`src/hw/rtl/reset_fade_sequencer_core_macros.svh`:
```
// Assertion helpers for the reset/fade sequencer.
// Both sample on i_clk and are off while i_rst_n is low.
`ifndef RESET_FADE_SEQUENCER_CORE_MACROS_SVH
`define RESET_FADE_SEQUENCER_CORE_MACROS_SVH

// Same-cycle implication.
`define RFS_ASSERT_NOW(label, ante, cons, msg) \
    label: assert property (@(posedge i_clk) disable iff (!i_rst_n) \
        (ante) |-> (cons)) else $error(msg);

// Next-cycle implication.
`define RFS_ASSERT_NEXT(label, ante, cons, msg) \
    label: assert property (@(posedge i_clk) disable iff (!i_rst_n) \
        (ante) |=> (cons)) else $error(msg);

`endif

```
`src/hw/rtl/rfs_pkg.sv`:
```
`timescale 1ns / 1ps

package rfs_pkg;

    localparam int CFG_IDX_W  = 2;
    localparam int CFG_DATA_W = 24;

    localparam int LEN_W   = 24;
    localparam int EXTRA_W = 16;
    localparam int SAMP_W  = 16;
    localparam int CNT_W   = 26;
    localparam int ALPHA_W = 17;
    localparam int PIX_W   = 24;
    localparam int CH_W    = 8;

    localparam logic [ALPHA_W-1:0] ALPHA_FULL = ALPHA_W'(65536);

    localparam logic [LEN_W-1:0]   FADE_LEN_RST  = LEN_W'(1234567);
    localparam logic [LEN_W-1:0]   STALL_LEN_RST = LEN_W'(101 * (2 << 14));
    localparam logic [EXTRA_W-1:0] EXTRA_RST     = '0;
    localparam logic               SGB_RST       = 1'b0;

    localparam logic [1:0] MODE_REQ = 2'd0;
    localparam logic [1:0] MODE_ADV = 2'd1;
    localparam logic [1:0] MODE_PIX = 2'd2;
    localparam logic [1:0] MODE_NOP = 2'd3;

    localparam int QUEUE_DEPTH = 4;
    localparam int QUEUE_AW    = $clog2(QUEUE_DEPTH);

    typedef enum logic [CFG_IDX_W-1:0] {
        CFG_FADE_LEN  = 2'd0,
        CFG_STALL_LEN = 2'd1,
        CFG_EXTRA     = 2'd2,
        CFG_SGB       = 2'd3
    } t_cfg_idx;

    typedef enum logic [1:0] {
        K_REQ,
        K_ADV,
        K_PIX,
        K_NOP
    } t_kind;

    typedef enum logic [1:0] {
        STG_IDLE  = 2'd0,
        STG_FADE  = 2'd1,
        STG_STALL = 2'd2
    } t_stage;

    typedef enum logic [2:0] {
        BS_IDLE,
        BS_PREP,
        BS_CHK,
        BS_DIV,
        BS_DONE
    } t_bstate;

    typedef struct packed {
        logic [1:0]        mode;
        logic [SAMP_W-1:0] requested_samples;
        logic [31:0]       pixel_in;
    } t_in_item;

    typedef struct packed {
        logic [SAMP_W-1:0]  granted_samples;
        logic [PIX_W-1:0]   pixel_out;
        logic [ALPHA_W-1:0] alpha;
        logic               fade_applied;
        logic               mute_audio;
        logic               reset_pulse;
        logic               resetting;
    } t_out_item;

    // classified command between front and back
    typedef struct packed {
        t_kind             kind;
        logic [SAMP_W-1:0] req;
        logic [PIX_W-1:0]  pix;
    } t_cmd;

endpackage

```
`src/hw/rtl/rfs_front.sv`:
```
`timescale 1ns / 1ps

module rfs_front import rfs_pkg::*; (
    input  logic     i_clk,
    input  logic     i_rst_n,
    input  logic     i_in_valid,
    output logic     o_in_stall,
    input  t_in_item i_in_data,
    output logic     o_push,
    output t_cmd     o_push_data,
    input  logic     i_q_full
);

    logic  r_valid;
    t_cmd  r_cmd;
    t_cmd  cls;
    logic  accept;

    always_comb begin
        cls.req = i_in_data.requested_samples;
        cls.pix = i_in_data.pixel_in[PIX_W-1:0];
        unique case (i_in_data.mode)
            MODE_REQ: cls.kind = K_REQ;
            MODE_ADV: cls.kind = K_ADV;
            MODE_PIX: cls.kind = K_PIX;
            MODE_NOP: cls.kind = K_NOP;
            default:  cls.kind = K_NOP;
        endcase
    end

    assign o_in_stall  = r_valid && i_q_full;
    assign accept      = i_in_valid && !o_in_stall;
    assign o_push      = r_valid && !i_q_full;
    assign o_push_data = r_cmd;

    always_ff @(posedge i_clk) begin
        if (!i_rst_n) begin
            r_valid <= 1'b0;
        end else if (accept) begin
            r_valid <= 1'b1;
        end else if (o_push) begin
            r_valid <= 1'b0;
        end
    end

    always_ff @(posedge i_clk) begin
        if (accept) begin
            r_cmd <= cls;
        end
    end

endmodule

```
`src/hw/rtl/rfs_queue.sv`:
```
`timescale 1ns / 1ps

module rfs_queue import rfs_pkg::*; (
    input  logic i_clk,
    input  logic i_rst_n,
    input  logic i_push,
    input  t_cmd i_push_data,
    output logic o_full,
    output logic o_pop_valid,
    output t_cmd o_pop_data,
    input  logic i_pop
);

    t_cmd                r_mem [QUEUE_DEPTH];
    logic [QUEUE_AW-1:0] r_wr_ptr;
    logic [QUEUE_AW-1:0] r_rd_ptr;
    logic [QUEUE_AW:0]   r_count;
    logic                do_pop;

    assign o_full      = (r_count == (QUEUE_AW + 1)'(QUEUE_DEPTH));
    assign o_pop_valid = (r_count != '0);
    assign o_pop_data  = r_mem[r_rd_ptr];
    assign do_pop      = i_pop && o_pop_valid;

    always_ff @(posedge i_clk) begin
        if (i_push) begin
            r_mem[r_wr_ptr] <= i_push_data;
        end
    end

    always_ff @(posedge i_clk) begin
        if (!i_rst_n) begin
            r_wr_ptr <= '0;
            r_rd_ptr <= '0;
            r_count  <= '0;
        end else begin
            if (i_push) begin
                r_wr_ptr <= r_wr_ptr + QUEUE_AW'(1);
            end
            if (do_pop) begin
                r_rd_ptr <= r_rd_ptr + QUEUE_AW'(1);
            end
            unique case ({i_push, do_pop})
                2'b10:   r_count <= r_count + (QUEUE_AW + 1)'(1);
                2'b01:   r_count <= r_count - (QUEUE_AW + 1)'(1);
                default: r_count <= r_count;
            endcase
        end
    end

endmodule

```
`src/hw/rtl/rfs_back.sv`:
```
`timescale 1ns / 1ps

module rfs_back import rfs_pkg::*; (
    input  logic                  i_clk,
    input  logic                  i_rst_n,
    input  logic                  i_cfg_we,
    input  logic [CFG_IDX_W-1:0]  i_cfg_index,
    input  logic [CFG_DATA_W-1:0] i_cfg_data,
    input  logic                  i_cmd_valid,
    input  t_cmd                  i_cmd,
    output logic                  o_cmd_pop,
    output logic                  o_out_valid,
    input  logic                  i_out_stall,
    output t_out_item             o_out_data
);

    localparam int NINE_W = CNT_W + 4;
    localparam int DEN_W  = LEN_W + 3;
    localparam int BIT_W  = 4;

    function automatic logic [CH_W-1:0] dim_ch(input logic [CH_W-1:0] ch,
                                               input logic [ALPHA_W-1:0] a);
        logic [CH_W+ALPHA_W-1:0] p;
        p = (CH_W + ALPHA_W)'(ch) * (CH_W + ALPHA_W)'(a);
        return p[CH_W+15:16];
    endfunction

    // configuration
    logic [LEN_W-1:0]   r_fade_len;
    logic [LEN_W-1:0]   r_stall_len;
    logic [EXTRA_W-1:0] r_extra;
    logic               r_sgb;
    logic [CNT_W-1:0]   r_start_cd;
    logic [DEN_W-1:0]   r_den7;

    // sequencer state
    t_stage             r_stage;
    logic [CNT_W-1:0]   r_countdown;
    logic               r_pending;
    logic               r_busy;
    logic [ALPHA_W-1:0] r_alpha;
    logic               r_fade_active;

    // per-advance scratch
    logic [SAMP_W-1:0]  r_granted;
    logic               r_pulse;
    logic               r_act;
    logic [NINE_W:0]    r_diff;
    logic [DEN_W-1:0]   r_rem;
    logic [15:0]        r_quo;
    logic [BIT_W-1:0]   r_bit_cnt;

    t_bstate            r_bstate;
    t_bstate            n_bstate;

    logic               r_out_valid;
    t_out_item          r_out;

    logic               out_free;
    logic               take;
    logic               is_adv;
    logic               out_load;
    logic               fin_adv;

    // advance update
    logic               start;
    t_stage             stg_a;
    logic [CNT_W-1:0]   cd_a;
    logic [SAMP_W-1:0]  granted;
    logic               act;
    logic [CNT_W-1:0]   cd_b;
    t_stage             n_stage;
    logic [CNT_W-1:0]   n_countdown;
    logic               n_busy;
    logic               pulse;

    // alpha path
    logic [NINE_W-1:0]  nine_c;
    logic               a_zero;
    logic               a_full;
    logic [DEN_W:0]     rem2;
    logic               q_bit;

    t_out_item          item_out;

    assign out_free = !r_out_valid || !i_out_stall;
    assign is_adv   = (i_cmd.kind == K_ADV);

    always_ff @(posedge i_clk) begin
        if (!i_rst_n) begin
            r_fade_len  <= FADE_LEN_RST;
            r_stall_len <= STALL_LEN_RST;
            r_extra     <= EXTRA_RST;
            r_sgb       <= SGB_RST;
        end else if (i_cfg_we) begin
            unique case (t_cfg_idx'(i_cfg_index))
                CFG_FADE_LEN:  r_fade_len  <= i_cfg_data[LEN_W-1:0];
                CFG_STALL_LEN: r_stall_len <= i_cfg_data[LEN_W-1:0];
                CFG_EXTRA:     r_extra     <= i_cfg_data[EXTRA_W-1:0];
                CFG_SGB:       r_sgb       <= i_cfg_data[0];
                default:       r_sgb       <= r_sgb;
            endcase
        end
    end

    // derived from configuration and registered
    always_ff @(posedge i_clk) begin
        r_start_cd <= CNT_W'(r_fade_len) + CNT_W'(r_extra);
        r_den7     <= {r_fade_len, 3'b000} - DEN_W'(r_fade_len);
    end

    always_comb begin
        start   = (r_stage == STG_IDLE) && r_pending;
        stg_a   = start ? STG_FADE : r_stage;
        cd_a    = start ? r_start_cd : r_countdown;
        // the starting advance is not clamped
        if ((r_stage != STG_IDLE) && (CNT_W'(i_cmd.req) > r_countdown)) begin
            granted = r_countdown[SAMP_W-1:0];
        end else begin
            granted = i_cmd.req;
        end
        act     = (stg_a != STG_IDLE);
        cd_b    = (CNT_W'(granted) >= cd_a) ? '0 : cd_a - CNT_W'(granted);
        n_stage     = stg_a;
        n_countdown = cd_a;
        n_busy      = r_busy || start;
        pulse       = 1'b0;
        if (act) begin
            n_countdown = cd_b;
            if (cd_b == '0) begin
                if (stg_a == STG_FADE) begin
                    pulse       = 1'b1;
                    n_stage     = STG_STALL;
                    n_countdown = CNT_W'(r_stall_len);
                end else begin
                    n_busy      = 1'b0;
                    n_stage     = STG_IDLE;
                    n_countdown = '0;
                end
            end
        end
    end

    // alpha = ((9c - F) << 16) / 7F, clamped
    assign nine_c = NINE_W'({r_countdown, 3'b000}) + NINE_W'(r_countdown);
    assign a_zero = r_diff[NINE_W] || (r_diff == '0);
    assign a_full = (r_fade_len == '0) || (r_diff[NINE_W-1:0] >= NINE_W'(r_den7));
    assign rem2   = {r_rem, 1'b0};
    assign q_bit  = (rem2 >= (DEN_W + 1)'(r_den7));

    always_comb begin
        n_bstate = r_bstate;
        unique case (r_bstate)
            BS_IDLE: begin
                if (take && is_adv) begin
                    n_bstate = BS_PREP;
                end
            end
            BS_PREP: n_bstate = BS_CHK;
            BS_CHK: begin
                if (r_act && (r_stage == STG_FADE) && !a_zero && !a_full) begin
                    n_bstate = BS_DIV;
                end else begin
                    n_bstate = BS_DONE;
                end
            end
            BS_DIV: begin
                if (r_bit_cnt == '0) begin
                    n_bstate = BS_DONE;
                end
            end
            BS_DONE: begin
                if (out_free) begin
                    n_bstate = BS_IDLE;
                end
            end
            default: n_bstate = BS_IDLE;
        endcase
    end

    always_comb begin
        take     = (r_bstate == BS_IDLE) && i_cmd_valid && out_free;
        fin_adv  = (r_bstate == BS_DONE) && out_free;
        out_load = (take && !is_adv) || fin_adv;
    end

    assign o_cmd_pop = take;

    always_ff @(posedge i_clk) begin
        if (!i_rst_n) begin
            r_bstate <= BS_IDLE;
        end else begin
            r_bstate <= n_bstate;
        end
    end

    always_ff @(posedge i_clk) begin
        if (!i_rst_n) begin
            r_stage       <= STG_IDLE;
            r_countdown   <= '0;
            r_pending     <= 1'b0;
            r_busy        <= 1'b0;
            r_alpha       <= ALPHA_FULL;
            r_fade_active <= 1'b0;
        end else begin
            if (take && (i_cmd.kind == K_REQ) && !r_busy) begin
                r_pending <= 1'b1;
            end
            if (take && is_adv) begin
                r_stage     <= n_stage;
                r_countdown <= n_countdown;
                r_busy      <= n_busy;
                if (start) begin
                    r_pending <= 1'b0;
                end
            end
            if (r_bstate == BS_CHK) begin
                r_fade_active <= r_act;
                if (!r_act || ((r_stage == STG_FADE) && !a_zero && a_full)) begin
                    r_alpha <= ALPHA_FULL;
                end else if ((r_stage != STG_FADE) || a_zero) begin
                    r_alpha <= '0;
                end
            end
            if ((r_bstate == BS_DIV) && (r_bit_cnt == '0)) begin
                r_alpha <= {1'b0, r_quo[14:0], q_bit};
            end
        end
    end

    always_ff @(posedge i_clk) begin
        if (take && is_adv) begin
            r_granted <= granted;
            r_pulse   <= pulse;
            r_act     <= act && !r_sgb;
        end
        if (r_bstate == BS_PREP) begin
            r_diff <= {1'b0, nine_c} - (NINE_W + 1)'(r_fade_len);
        end
        if (r_bstate == BS_CHK) begin
            r_rem     <= r_diff[DEN_W-1:0];
            r_quo     <= '0;
            r_bit_cnt <= BIT_W'(15);
        end
        if (r_bstate == BS_DIV) begin
            r_rem     <= q_bit ? DEN_W'(rem2 - (DEN_W + 1)'(r_den7)) : rem2[DEN_W-1:0];
            r_quo     <= {r_quo[14:0], q_bit};
            r_bit_cnt <= r_bit_cnt - BIT_W'(1);
        end
    end

    always_comb begin
        item_out.granted_samples = '0;
        item_out.pixel_out       = '0;
        item_out.alpha           = r_alpha;
        item_out.fade_applied    = r_fade_active;
        item_out.mute_audio      = 1'b0;
        item_out.reset_pulse     = 1'b0;
        item_out.resetting       = r_busy;
        if (r_bstate == BS_DONE) begin
            item_out.granted_samples = r_granted;
            item_out.mute_audio      = r_fade_active && !r_alpha[ALPHA_W-1];
            item_out.reset_pulse     = r_pulse;
        end else if (i_cmd.kind == K_PIX) begin
            if (r_fade_active) begin
                item_out.pixel_out = {dim_ch(i_cmd.pix[23:16], r_alpha),
                                      dim_ch(i_cmd.pix[15:8], r_alpha),
                                      dim_ch(i_cmd.pix[7:0], r_alpha)};
            end else begin
                item_out.pixel_out = i_cmd.pix;
            end
        end
    end

    always_ff @(posedge i_clk) begin
        if (!i_rst_n) begin
            r_out_valid <= 1'b0;
        end else if (out_load) begin
            r_out_valid <= 1'b1;
        end else if (!i_out_stall) begin
            r_out_valid <= 1'b0;
        end
    end

    always_ff @(posedge i_clk) begin
        if (out_load) begin
            r_out <= item_out;
        end
    end

    assign o_out_valid = r_out_valid;
    assign o_out_data  = r_out;

endmodule

```
`src/hw/rtl/reset_fade_sequencer_core.sv`:
```
`timescale 1ns / 1ps
// Channel  Direction  Handshake                 Payload
// in       in         i_in_valid / o_in_stall    i_in_data  (t_in_item)
// out      out        o_out_valid / i_out_stall  o_out_data (t_out_item)
// cfg      in         i_cfg_we                   i_cfg_index, i_cfg_data
//
// Pixels, reset requests, unused codes: one per cycle while the output is free and
// no advance holds the back end; each passes input register, queue, output register.
// Time advance: holds the back end through prepare, check, 16 serial steps and done
// when alpha is divided, and through prepare, check and done when it is not.
// A four-entry queue lets the input side keep taking items while an advance divides.
// Reset (i_rst_n low, synchronous) loads the register defaults, idle stage, alpha full.
// A stalled output holds its result; the back end waits, the queue then fills and
// o_in_stall rises.

module reset_fade_sequencer_core import rfs_pkg::*; (
    input  logic                  i_clk,
    input  logic                  i_rst_n,
    input  logic                  i_in_valid,
    output logic                  o_in_stall,
    input  t_in_item              i_in_data,
    output logic                  o_out_valid,
    input  logic                  i_out_stall,
    output t_out_item             o_out_data,
    input  logic                  i_cfg_we,
    input  logic [CFG_IDX_W-1:0]  i_cfg_index,
    input  logic [CFG_DATA_W-1:0] i_cfg_data
);

    `include "reset_fade_sequencer_core_macros.svh"

    logic push;
    t_cmd push_data;
    logic q_full;
    logic pop_valid;
    t_cmd pop_data;
    logic pop;

    rfs_front u_front (
        .i_clk       (i_clk),
        .i_rst_n     (i_rst_n),
        .i_in_valid  (i_in_valid),
        .o_in_stall  (o_in_stall),
        .i_in_data   (i_in_data),
        .o_push      (push),
        .o_push_data (push_data),
        .i_q_full    (q_full)
    );

    rfs_queue u_queue (
        .i_clk       (i_clk),
        .i_rst_n     (i_rst_n),
        .i_push      (push),
        .i_push_data (push_data),
        .o_full      (q_full),
        .o_pop_valid (pop_valid),
        .o_pop_data  (pop_data),
        .i_pop       (pop)
    );

    rfs_back u_back (
        .i_clk       (i_clk),
        .i_rst_n     (i_rst_n),
        .i_cfg_we    (i_cfg_we),
        .i_cfg_index (i_cfg_index),
        .i_cfg_data  (i_cfg_data),
        .i_cmd_valid (pop_valid),
        .i_cmd       (pop_data),
        .o_cmd_pop   (pop),
        .o_out_valid (o_out_valid),
        .i_out_stall (i_out_stall),
        .o_out_data  (o_out_data)
    );

    `RFS_ASSERT_NOW(a_pulse_busy, o_out_valid && o_out_data.reset_pulse,
                    o_out_data.resetting, "reset pulse outside a reset sequence")
    `RFS_ASSERT_NOW(a_mute_faded, o_out_valid && o_out_data.mute_audio,
                    o_out_data.fade_applied, "mute without fade")
    `RFS_ASSERT_NOW(a_nofade_full, o_out_valid && !o_out_data.fade_applied,
                    o_out_data.alpha == ALPHA_FULL, "alpha dimmed without fade")
    `RFS_ASSERT_NOW(a_alpha_range, o_out_valid && o_out_data.alpha[ALPHA_W-1],
                    o_out_data.alpha[ALPHA_W-2:0] == '0, "alpha above full")

endmodule

```
`config.mk`:
```
export PLATFORM = sky130hd
export DESIGN_NAME = reset_fade_sequencer_core
export DESIGN_NICKNAME = d
export VERILOG_FILES = /design/src/hw/rtl/rfs_pkg.sv /design/src/hw/rtl/rfs_front.sv /design/src/hw/rtl/rfs_queue.sv /design/src/hw/rtl/rfs_back.sv /design/src/hw/rtl/reset_fade_sequencer_core.sv
export VERILOG_INCLUDE_DIRS = /design/src /design/src/hw/rtl
export SDC_FILE = /design/constraint.sdc
export NUM_CORES = 2
export LEC_CHECK = 0
export BUFFER_PORTS_ARGS = -buffer_cell sky130_fd_sc_hd__clkbuf_2
export CORE_ASPECT_RATIO = 1.4
export CORE_MARGIN = 4
export CORE_UTILIZATION = 30
export CTS_CLUSTER_DIAMETER = 100
export CTS_CLUSTER_SIZE = 14
export DETAILED_ROUTE_END_ITERATION = 8
export GPL_ROUTABILITY_DRIVEN = 0
export GPL_TIMING_DRIVEN = 1
export PLACE_DENSITY = 0.42
export SETUP_SLACK_MARGIN = 0.5
export SYNTH_ARGS = -nofsm -noshare
export SYNTH_HDL_FRONTEND = slang
export SYNTH_SLANG_ARGS = --single-unit
```
`constraint.sdc`:
```
create_clock -name i_clk -period 13.5 [get_ports i_clk]
set_input_delay 1.35 -clock i_clk [delete_from_list [all_inputs] [get_ports i_clk]]
set_output_delay 1.35 -clock i_clk [all_outputs]
set_load 0.01 [all_outputs]
```
# Word level (Yosys, flattened, before mapping)
# Memory sizes are Yosys's and may differ from the RTL's. A register that Yosys moved wholly into a read port is not among the register bits.
# Cells that the tools add are included.
word_totals:
  mem_bits_rw: 168
  n_memories: 1
  reg_bits: 376
mem_list:
  columns: ["memory", "words", "width", "rd", "rd_ports_with_merged_regs", "write_ports", "line_no", "source"]
  rows:
  - ["u_queue.r_mem", 4, 42, 1, 1, 1, "rfs_queue.sv:14", "t_cmd r_mem [QUEUE_DEPTH];"]
classes:
  magnitude_cmp: 4
  addsub: 11
  multipliers: 3
  reduce_logical: 64
  eq_ne: 22
  n_mux: 44
  n_bitwise: 1
ops:
  columns: ["operator", "count"]
  rows:
  - ["26-bit two-way mux", 4]
  - ["27-bit two-way mux", 3]
  - ["8-bit by 17-bit multiplier with 24-bit output", 3]
  - ["17-bit two-way mux", 4]
  - ["24-bit two-way mux", 2]
  - ["31-bit zero test", 1]
  - ["30-bit by 24-bit subtractor with 31-bit output", 1]
  - ["29-bit by 26-bit adder with 30-bit output", 1]
  - ["30-bit by 27-bit greater-or-equal comparator with 1-bit output", 1]
  - ["15-bit two-way mux", 2]
  - ["28-bit by 27-bit greater-or-equal comparator with 1-bit output", 1]
  - ["27-bit by 24-bit subtractor with 27-bit output", 1]
  - ["27-bit subtractor", 1]
  - ["16-bit by 26-bit greater-or-equal comparator with 1-bit output", 1]
  - ["16-bit by 26-bit > comparator with 1-bit output", 1]
  - ["26-bit zero test", 1]
  - ["26-bit by 16-bit subtractor with 26-bit output", 1]
  - ["24-bit by 16-bit adder with 25-bit output", 1]
  - ["24-bit zero test", 1]
  - ["1-bit logical AND", 21]
  - ["16-bit two-way mux", 1]
  - ["3-bit case mux with 5 select lines", 1]
  - ["1-bit two-way mux", 13]
  - ["2-bit by 1-bit == test with 1-bit output, second input constant", 6]
  - ["26 further kinds", 76]

# Depth between registers and ports, before layout
depth:
  depth_word: 9
  ltp_mapped: 33

# Hierarchy
# From an unflattened synthesis, not the netlist that was laid out.
unflattened:
  cells_unflattened: 3740
  area_unflattened_um2: 38717.1
by_module_without_submodules:
  columns: ["mod", "n_inst", "area_per_inst_um2", "seq_area_each_um2", "cells_each"]
  rows:
  - ["rfs_back", 1, 30819.6, 8067.7, 3424]
  - ["rfs_queue", 1, 6578.8, 5225.0, 267]
  - ["rfs_front", 1, 1318.8, 1281.2, 49]

# Worst setup path before layout
# Ideal clock, no wire load.
synth_timing:
  path_type: "reg2reg"
  from: "register (tool-made name)"
  to: "register u_back.r_countdown[22]"
  slack_ns: 6.217
  path_buffers: 8
  required_time_ns: 13.414
  path_stages_with_launch: 33
  t_arrival_ns: 7.196
  synth_period_minus_slack_ns: 7.283
  path_cell_list: "dfxtp_1 buf_2 buf_2 buf_2 buf_1 mux4_2 ha_1 a21oi_1 nor2b_1 o21ai_0 nand2b_1 or3_1 o21ai_0 a31oi_1 a21oi_1 or4_1 clkbuf_1 clkbuf_1 mux2i_1 ha_1 fa_1 and2b_1 o31ai_1 a2111oi_0 nor3b_1 or4_1 nor4_2 and4_1 a21o_1 buf_6 buf_12 nand3_4 a221oi_2"
synth_rtl:
  columns: ["element", "line_no", "source"]
  rows:
  - ["end signal, assigned", "rfs_back.sv:211", "r_countdown <= n_countdown;"]
  - ["end, declared", "rfs_back.sv:38", "logic [CNT_W-1:0] r_countdown;"]

==> results.md <==
* Status: completed
* RSZ-0062 raised after global routing: false
* Placed cell count at 5,405
* Hpwl dp at 86,880 um
* Maximum clock path buffer count at 3
* Bufs and invs on worst path at 3
* Syn_nets at 4,391
* Clock transition at the registers of the reported paths at approximately 0.080 ns
* Synth Cell Area at roughly 39,000 sq um
* Vias per cell at around 4.9
* DR DRC count at 0
* Sequential area share after synthesis at a little under two fifths
* Post-route ant nets at 0
* Post-CTS Setup Bufs at 0
* Initial Util at 30.25%
* Final Hold Fails at 0
* Post-layout min period at around 8.2 ns
* Final worst path period share at 60.61%
* CP top delay family: compound AO/OA/AOI/OAI gates
* First-pass GRT wire length at between 150,000 and 200,000 um
* Wire per inst at between 20 and 25 um
* CTS Hold Bufs at 0
* Fillers at 13,110
* Crit Path Max Fanout at 42
* Storage cell area at approximately 15,000 sq um
* Sum Neg Setup Slack at 0 ns
* Avg Inst Size Synth at 10.36 sq um
* Skew-Pair Late Insertion Delay at between 0.6 and 0.7 ns
* Root buffer cell: clkbuf_16
* Critical Path Sink Type: flop
* Row cnt at between 150 and 200
* Most used cell, CP: o21a_1
* Startpoint Class: flop
* IO buf count at 135
* VDD IR max at 0.09268 mV
* DRT iter0 DRCs at 1,175
* CTS resizes at 0
* Max-slew headroom at about a quarter
* Synthesized instance count at 3,733
* CP Class: reg2reg
* CTS sink count at 545
* Worst Skew at 0.04400 ns
* Multi-input gate area at 21,830 sq um
* Top_reg_cell synth: edfxtp_1
* Die Area at 134,800 sq um
* Non-filler cells, final at 5,489
* Cell variety after synth at 98
* Total gr overflow at 0
* Detailed-route wire length at 115,400 um
* Die height at between 400 and 500 um
* Pwr/cell area at 129.6 nW/um^2
* Area Growth Syn to Fin at 10.15%
* CTS tree: yes
* Share of cells above drive strength 1 at 9.112%
* Critical Path AT at 8.72 ns
* Slew Viols, Final at 0
* Die span in x at 311.4 um
* Hold/Removal Path Class: reg2reg
* Nets at around 4,500
* ANT cells at 0
* EDFF count, synth at 366
* H-tree lvl count at 2
* Worst-margin pin slew at around 1.1 ns
* CP peak stage delay at 0.88 ns
* Core ar. at 127,800 sq um
* Worst path slowest cell: a21o_1
* Synth Warn # at 0
* Synth Register Bits at 545
* Critical Path RT at 14.04 ns
* Max capacitance violation total at 0
* Post-synth ARST share at 0%
* Pin count of the biggest net entering global routing at 76
* Static leakage at 18.47 nW
* Total GRT Usage at 17.01%
* Cell Chain, Critical Path: buf_4, mux4_2, ha_1, nor2b_1, o21a_1, o21a_1, o21a_1, o21a_1, o21ai_0, a31oi_1, a21oi_1, or4_1, buf_4, mux2i_1, ha_1, and4_1, nand4_1, or4_1, a2111o_1, inv_1, a21o_1, nand3_1, a221oi_2
* Initial antenna violation count at 0
* Via Count at 27,040
* First drt pass iteration count at 5
* TritonCTS Buffers at 47
* I/O pin count at 144
* Vias in the first global route at 28,610
* Final setup viols at 0
* Fmax at 122.2 MHz
-- logic make-up (layout without fill, tap and decap cells) --
logic type	count (synthesis)	count (layout)	synth area share [%]
muxes	101	101	4.032
and+or+nand+nor	1129	1129	14.06
AOI/OAI and AO/OA	644	644	10.76
adders and majority gates	577	577	24.30
xor gates and xnor gates	139	139	3.149
DFF	545	545	37.69
buffers and inverters	598	706	6.006
-- final timing paths --
kind | startpoint | endpoint | slack, ns | cells past startpoint
worst min-delay path | u_back.r_quo[14] | u_back.r_alpha[15] | 0.46 | 1
worst max register to register | flop | u_back.r_countdown[14] | 5.32 | 23
worst min register to register | u_back.r_quo[14] | u_back.r_alpha[15] | 0.46 | 1
worst max-delay path | flop | u_back.r_countdown[14] | 5.32 | 23
-- synth_stat cells, drive strengths merged (55+ instances only) --
| cell | instances | area [sq um] |
|---|---|---|
| ha | 287 | 3591 |
| and2 | 177 | 1111 |
| fa | 290 | 5806 |
| clkbuf | 123 | 461.7 |
| xnor2 | 88 | 770.7 |
| edfxtp | 366 | 10990 |
| a21oi | 221 | 1117 |
| inv | 444 | 1667 |
| dfxtp | 179 | 3583 |
| o21ai | 132 | 664.4 |
| nor3 | 55 | 275.3 |
| a21o | 65 | 488.0 |
| nand2 | 486 | 1827 |
| nor2 | 165 | 619.3 |
-- report_power, final --
part           internal [mW]  switching, mW  total, mW
clock network          0.701          0.670       1.37
logic                  0.675           1.31       1.98
registers               2.04          0.124       2.17
total                   3.42           2.10       5.52
-- registers in the layout, summed over array words and instances, names as in the netlist, 4 cells and up, named ones only --
| name | cells |
|---|---|
| u_back.o_out_data | 61 |
| u_back.r_alpha | 17 |
| u_back.r_bit_cnt | 4 |
| u_back.r_countdown | 26 |
| u_back.r_den7 | 27 |
| u_back.r_diff | 31 |
| u_back.r_extra | 16 |
| u_back.r_fade_len | 24 |
| u_back.r_granted | 16 |
| u_back.r_quo | 15 |
| u_back.r_rem | 27 |
| u_back.r_stall_len | 24 |
| u_back.r_start_cd | 25 |
| u_front.o_push_data | 42 |
| u_queue.r_mem | 168 |
-- stage by stage --
step / hold slack [ns] / util [%] / total power [mW] / setup WS [ns] / area [sq um]
after detailed placement: 0.4540 / 32.19 / 4.223 / 5.359 / 41140
after floorplan: 0.4064 / - / 3.557 / 6.217 / 38670
after global routing: 0.4617 / 33.33 / 5.894 / 4.902 / 42590
after CTS: 0.4422 / 33.33 / 5.636 / 5.343 / 42590
final: 0.4603 / 33.33 / 5.520 / 5.317 / 42590
after global placement: 0.4452 / 32.19 / 4.228 / 5.383 / 41140
-- cells in the final DEF, fill, tap and decap left out, types with 20 or more instances in the layout --
master     count
fa_1         290
xnor2_1       88
ha_1         287
dfxtp_1      176
nor4_1        21
buf_4         43
a31oi_1       26
clkbuf_1      28
clkbuf_16     49
xor2_1        51
nand4_1       25
o21a_1        30
clkbuf_2     135
mux2i_1       41
a21o_1        65
inv_1        442
edfxtp_1     366
o211ai_1      22
nor2_1       164
and2_1       171
nand3_1       53
nand2_1      485
nor3_1        55
a21oi_1      217
nand2b_1      20
mux4_2        42
and3_1        47
o21ai_0      128
-- per-layer routing --
metal / up-vias / GRT usage [%] / wire length, um
met5: - / 0 / 0
met4: 0 / 5.110 / 3629
met3: 142 / 1.695 / 2783
met2: 370 / 33.64 / 63830
met1: 13610 / 19.04 / 45160
li1: 12920 / - / -
-- worst register-to-register path, stage by stage, from the launching register on --
cell and delay [ns]:
dfxtp_2 0.31, buf_4 0.56, mux4_2 0.48, ha_1 0.31
nor2b_1 0.13, o21a_1 0.16, o21a_1 0.16, o21a_1 0.16
o21a_1 0.16, o21ai_0 0.14, a31oi_1 0.12, a21oi_1 0.17
or4_1 0.12, buf_4 0.40, mux2i_1 0.45, ha_1 0.43
and4_1 0.34, nand4_1 0.23, or4_1 0.62, a2111o_1 0.83
inv_1 0.38, a21o_1 0.88, nand3_1 0.23, a221oi_2 0.32
-- area by class of cell --
| type | instances | area share, % |
|---|---|---|
| inverters | 444 | 3.913 |
| flip-flops and latches | 545 | 34.23 |
| clock inverters | 7 | 0.2849 |
| clock buffers | 77 | 3.126 |
| well taps | 1648 | 4.841 |
| multi-input cells | 2590 | 51.26 |
| repair buffers | 178 | 2.344 |
No activity file was read; power rests on OpenSTA's default activity.
